`src/design/qrs_sqrt.sv`:
```
// ----------------------------------------------------------------------------
// qrs_sqrt: pipelined integer square root, rounded to nearest
// One result bit per stage by the digit-by-digit remainder method, then a
// rounding stage. A sideband word travels with each value.
// ----------------------------------------------------------------------------
`default_nettype none

module qrs_sqrt #(
	parameter int IN_W = 66,
	parameter int SB_W = 8
) (
	input  wire logic              clk,
	input  wire logic              arst_n,
	input  wire logic              adv,
	input  wire logic              in_v,
	input  wire logic [IN_W-1:0]   in_x,
	input  wire logic [SB_W-1:0]   in_sb,
	output logic                   out_v,
	output logic [IN_W/2:0]        out_root,
	output logic [SB_W-1:0]        out_sb
);

	localparam int R = IN_W / 2;

	logic            v_s  [1:R];
	logic [IN_W-1:0] x_s  [1:R];
	logic [R-1:0]    q_s  [1:R];
	logic [R+1:0]    r_s  [1:R];
	logic [SB_W-1:0] sb_s [1:R];

	logic            v_sr;
	logic [R:0]      root_sr;
	logic [SB_W-1:0] sb_sr;

	for (genvar k = 0; k < R; k++) begin : g_stage
		logic            pv;
		logic [IN_W-1:0] px;
		logic [R-1:0]    pq;
		logic [R+1:0]    pr;
		logic [SB_W-1:0] psb;
		logic [R+3:0]    trial;
		logic [R+3:0]    tval;
		logic [R+3:0]    diff;
		logic            fit;

		if (k == 0) begin : g_src_in
			assign pv  = in_v;
			assign px  = in_x;
			assign pq  = '0;
			assign pr  = '0;
			assign psb = in_sb;
		end else begin : g_src_prev
			assign pv  = v_s[k];
			assign px  = x_s[k];
			assign pq  = q_s[k];
			assign pr  = r_s[k];
			assign psb = sb_s[k];
		end

		// try the next root bit against the shifted remainder
		assign trial = {pr, px[IN_W-1-2*k -: 2]};
		assign tval  = {2'b00, pq, 2'b01};
		assign diff  = trial - tval;
		assign fit   = (trial >= tval);

		always_ff @(posedge clk or negedge arst_n) begin
			if (!arst_n) begin
				v_s[k+1] <= 1'b0;
			end else if (adv) begin
				v_s[k+1] <= pv;
			end
		end

		always_ff @(posedge clk) begin
			if (adv) begin
				x_s[k+1]  <= px;
				q_s[k+1]  <= {pq[R-2:0], fit};
				r_s[k+1]  <= fit ? diff[R+1:0] : trial[R+1:0];
				sb_s[k+1] <= psb;
			end
		end
	end

	// round up when the remainder exceeds the root
	always_ff @(posedge clk or negedge arst_n) begin
		if (!arst_n) begin
			v_sr <= 1'b0;
		end else if (adv) begin
			v_sr <= v_s[R];
		end
	end

	always_ff @(posedge clk) begin
		if (adv) begin
			root_sr <= {1'b0, q_s[R]} + {{R{1'b0}}, (r_s[R] > {2'b00, q_s[R]})};
			sb_sr   <= sb_s[R];
		end
	end

	assign out_v    = v_sr;
	assign out_root = root_sr;
	assign out_sb   = sb_sr;

endmodule

`default_nettype wire

```
`config.mk`:
```
export PLATFORM = sky130hd
export DESIGN_NAME = qrs_sqrt
export DESIGN_NICKNAME = d
export VERILOG_FILES = /design/src/design/qrs_sqrt.sv
export SDC_FILE = /design/constraint.sdc
export NUM_CORES = 2
export LEC_CHECK = 0
export ABC_AREA = 0
export BUFFER_PORTS_ARGS = -buffer_cell sky130_fd_sc_hd__buf_2
export CORE_ASPECT_RATIO = 0.7
export CORE_UTILIZATION = 55
export DETAILED_ROUTE_END_ITERATION = 6
export PLACE_DENSITY = 0.77
export REMOVE_ABC_BUFFERS = 1
export SLEW_MARGIN = 0
export SYNTH_ARGS = -nofsm -noshare
export SYNTH_HDL_FRONTEND = slang
export SYNTH_MEMORY_MAX_BITS = 65536
export SYNTH_SLANG_ARGS = --single-unit
```
`constraint.sdc`:
```
create_clock -name clk -period 8.9 [get_ports clk]
set_input_delay 2.67 -clock clk [delete_from_list [all_inputs] [get_ports clk]]
set_output_delay 2.67 -clock clk [all_outputs]
set_load 0.02 [all_outputs]
```
==> Yosys cells after proc, flatten, opt, wreduce, memory -nomap -nowiden <==
Memories as Yosys holds them, arrays and structs flattened. A register that Yosys moved wholly into a read port is not among the register bits.
Index checks and enable logic that the tools add are counted.
{ "totals": {"mem_bits_rw": 4686, "memories": 4, "input_bits": 78, "out_inout_bits": 43, "register_bits": 68} }
{ "classes": {"order_cmp": 34, "addsub": 34, "mux": 35} }
{ "mem_list": {"columns": ["memory", "depth", "word_bits", "read_ports", "rd_clocked_by_memory_dff", "wr", "line_no", "source"], "rows": [
  ["x_s", 33, 66, 32, 0, 33, "26", "logic [IN_W-1:0] x_s [1:R];"],
  ["r_s", 33, 35, 33, 0, 33, "28", "logic [R+1:0] r_s [1:R];"],
  ["q_s", 33, 33, 33, 0, 33, "27", "logic [R-1:0] q_s [1:R];"],
  ["sb_s", 33, 8, 33, 1, 33, "29", "logic [SB_W-1:0] sb_s [1:R];"]
]} }
{ "op_table": {"columns": ["op", "count"], "rows": [
  ["$ge A37 B35 Y1", 32],
  ["$mux W35", 33],
  ["$sub A35 B35 Y35", 32],
  ["$gt A35 B33 Y1", 1],
  ["$add A33 B1 Y34", 1],
  ["$sub A2 B1 Y3 const B", 1],
  ["$ge A2 B1 Y1 const B", 1],
  ["$mux W1", 2]
]} }

==> Depth between registers and ports, before layout <==
An unclocked memory read counts as a cell.
{ "logic_depth": {"depth_word": 3, "ltp_mapped": 20} }

==> Worst setup path after synthesis <==
No wires, ideal clock.
{ "synth_path": {"path_kind": "input to register", "startpoint": "input adv", "endpoint": "register v_s (netlist bit g_stage[1].pv)", "path_slack_ns": 5.166, "arrival_ns": 3.609, "cell_stages": 3, "path_buffers": 2, "cell_sequence": "clkbuf_1 -> buf_1 -> mux2_2"} }
{ "synth_rtl": {"columns": ["element", "line_no", "source"], "rows": [
  ["from (decl)", "14", "input wire logic adv,"],
  ["to (signal, indexed assignment)", "70", "v_s[k+1] <= pv;"],
  ["to (decl)", "25", "logic v_s [1:R];"]
]} }
No word-level cell between the ends.

==> metrics.csv <==
stage,metric,value,unit
detailed_routing,DR DRC count,0,
clock_network,Num CTS Buffers,300,
die,row count,154,
timing,final hold vios,0,
synth,yosys warns,0,
timing,final hold slack,0.384,ns
synth,synth top area cells,"edfxtp_1 65%, ha_1 5.7%, xor2_1 3.1%",
timing,setup TNS,0,ns
place,Post-Place Cells,13900,
clock_network,# Post-CTS Setup Buffers,0,
global_routing,GRT Residual Overflow,0,
synth,most frequent cell after synthesis,edfxtp_1,
detailed_routing,Detailed Route WL,290000,um
global_routing,first-pass GRT wire length,452000,um
setup_path,CP max-delay cell,a221oi_1,
clock_network,Skew-Pair Late Insertion Delay,0.88,ns
place,GPL Wtd Cong,0.961,
setup_path,CP most frequent cell,nor3_1,
power_and_ir_drop,Peak VDD IR,167,uV
die,Die Wd,604,um
synth,Yosys cell types,94,
synth,top cells by instance count after synthesis,"3025 x edfxtp_1, 777 x inv_1, 762 x nand2_1",
setup_path,kind of critical path,register to register,
setup_path,CP max stage delay,0.82,ns
detailed_routing,initial DRC count,8908,
detailed_routing,antenna-violating nets left,0,
final_layout,final std cells w/o fill,14400,
clock_network,cts repair resizes,0,
global_routing,antenna violations before repair,9,
setup_path,"Req. time, crit path",9.49,ns
final_layout,fin nets,11500,
min_path,HP Class,register to register,
power_and_ir_drop,total power,40.4,mW
synth,Syn Inst Count,10500,
setup_path,Worst Path Max Fanout,41,
clock_network,CTS tree,built,
clock_network,root buffer cell,clkbuf_16,
final_layout,fillers,18600,
die,Initial Util,55.3,%
synth,top cell type's share of synthesized area,65.2,%
timing,final setup vio count,0,
clock_network,CTS hold repair buffers,0,
synth,Synth Cell Area,139000,um^2
clock_network,clock sink count,3059,
detailed_routing,Vias/cell,5.82,
clock_network,clock tree buffer depth,4,
power_and_ir_drop,Cell Pwr Density,263,nW/um^2
synth,most used flip-flop cell after synthesis,edfxtp_1,
clock_network,clk slew on worst S/H paths,0.07,ns
timing,Worst-Margin Slew,1.27,ns
timing,fmax,0.200,GHz
detailed_routing,DRT Pass-1 Iters,6,
synth,Async SR Flop Fraction,1.11,%
synth,synthesized flop and latch total,3059,
final_layout,share of cells above drive strength 1,7.61,%
detailed_routing,drt wl/cell,20.2,um
power_and_ir_drop,Pleak,58.5,nW
timing,Slew Limit Fails,0,
setup_path,CP cell instances,ha_1 > nor3_1 > a2bb2oi_1 > a221oi_1 > nor3_1 > or3_1 > a41oi_1 > o21ai_1 > a21oi_4 > buf_4 > inv_1 > mux2_2,
place,port buffer count,120,
global_routing,GRT Total Usage,22.4,%
setup_path,origin of the critical flop-to-flop path,r_s[0][1087]$_DFFE_PP_,
synth,Avg Inst Size Synth,13.2,um^2
timing,RSZ-0062 raised after global routing,false,
timing,Final Cycle Share,56.2,%
timing,Slew HR,14.3,%
timing,final period demand of the worst path,5.01,ns
die,top-level port count,121,
synth,"EDFF count, synth",3025,
synth,sequential area share after synthesis,65.8,%
detailed_routing,via count,83700,
place,DP HPWL,203000,um
min_path,HP Start,x_s[0][207]$_DFFE_PP_,
die,die height,423,um
setup_path,crit path DAT,5.60,ns
setup_path,startpoint class of the critical path,register,
die,die area,255000,um^2
die,Core ar.,252000,um^2
run,max cap viols,0,
setup_path,crit path from,r_s[0][1087]$_DFFE_PP_,
setup_path,CP endpoint kind,register,
timing,clk_skew,0.0824,ns
global_routing,number of global-route vias before repair,80000,
clock_network,H-tree depth,5,
run_status,status,completed,
final_layout,Synth-to-Final Area Change,10.3,%
global_routing,largest net degree at the start of global routing,206,
synth,Yosys top cell by area,edfxtp_1,
==> critical path, delay by kind of cell, from the launching register on <==
family          cells  cell delay [ns]
simple gates        3             0.95
flops               1             0.42
mux                 1             0.28
fa+ha+maj           1             0.29
compound gates      5             2.19
buf+inv             2             0.57
==> area by class of cell <==
type | count | area [um^2] | share of cell area [%]
diodes | 1 | 2.50 | 0.00163
clock buffers | 353 | 7900 | 5.14
clock inverters | 175 | 1630 | 1.06
inverters | 779 | 2920 | 1.90
multi-input cells | 6474 | 44000 | 28.6
flip-flops and latches | 3059 | 91700 | 59.7
well taps | 3354 | 4200 | 2.73
repair buffers | 192 | 1340 | 0.874
==> layer usage <==
layer  GRT usage (%)  vias up  share of wire [%]
li1                -    39600                  -
met4            5.11        2                2.1
met5               0        -              0.019
met1            35.6    40900                 48
met2            31.7     2739                 42
met3            4.07      439                7.8
==> power by group <==
part           internal (mW)  switching (mW)
Combinational           3.42            4.97
Sequential              18.2            1.26
Clock                   7.15            5.39
==> final timing paths <==
path                                               to  slack [ns]  cells after the start
min                             x_s[0][273]$_DFFE_PP_        0.38                      0
max in group asynchronous  g_stage[26].pv$_DFFE_PN0P_        6.56                      1
min reg2reg                     x_s[0][273]$_DFFE_PP_        0.38                      0
min in group asynchronous   g_stage[2].pv$_DFFE_PN0P_        1.85                      1
max                            r_s[0][1140]$_DFFE_PP_        3.89                     12
max reg2reg                    r_s[0][1140]$_DFFE_PP_        3.89                     12
==> sequential cells by signal (all words and copies together) (netlist names) <==
signal and count:
g_stage.pv 32, out_sb 8, out_root 34, r_s 1102, v_s 1, q_s 561
x_s 1056, sb_s 264, out_v 1
==> cells in the final DEF (no fill, tap or decap), types with 119 or more instances in the layout <==
master,netlist,final
a21oi_1,557,557
ha_1,633,633
nand2_1,762,762
buf_2,22,119
o21ai_0,614,613
xor2_1,491,491
clkbuf_16,0,308
nor4_1,138,136
xnor2_1,461,461
nand2b_1,138,138
nand3_1,143,143
inv_1,777,777
nor3_1,251,250
a21o_1,311,311
nor2_1,584,583
edfxtp_1,3025,3025
==> kinds of logic (layout without fill, tap and decap cells) <==
logic type | count (synthesis) | after routing | share of synthesized area [%]
AO/OA/AOI/OAI | 2095 | 2095 | 9.37
XOR/XNOR | 952 | 952 | 5.98
adder cells (fa/ha/maj) | 633 | 633 | 5.68
buffers and inverters | 998 | 1499 | 2.72
flip-flops | 3059 | 3059 | 65.8
multiplexers | 105 | 105 | 0.837
other | 1 | 2 | 0.00269
AND/OR/NAND/NOR | 2688 | 2688 | 9.61
==> through the flow <==
step | worst slack (ns) | utilization [%] | area (um^2)
after global placement | 3.94 | 57.2 | 144000
after global routing | 3.55 | 61.0 | 154000
after CTS | 3.94 | 61.0 | 154000
after detailed placement | 3.88 | 57.2 | 144000
after floorplan | 3.06 | - | 138000
final | 3.89 | 61.0 | 154000
No activity file was read; power rests on OpenSTA's default activity.
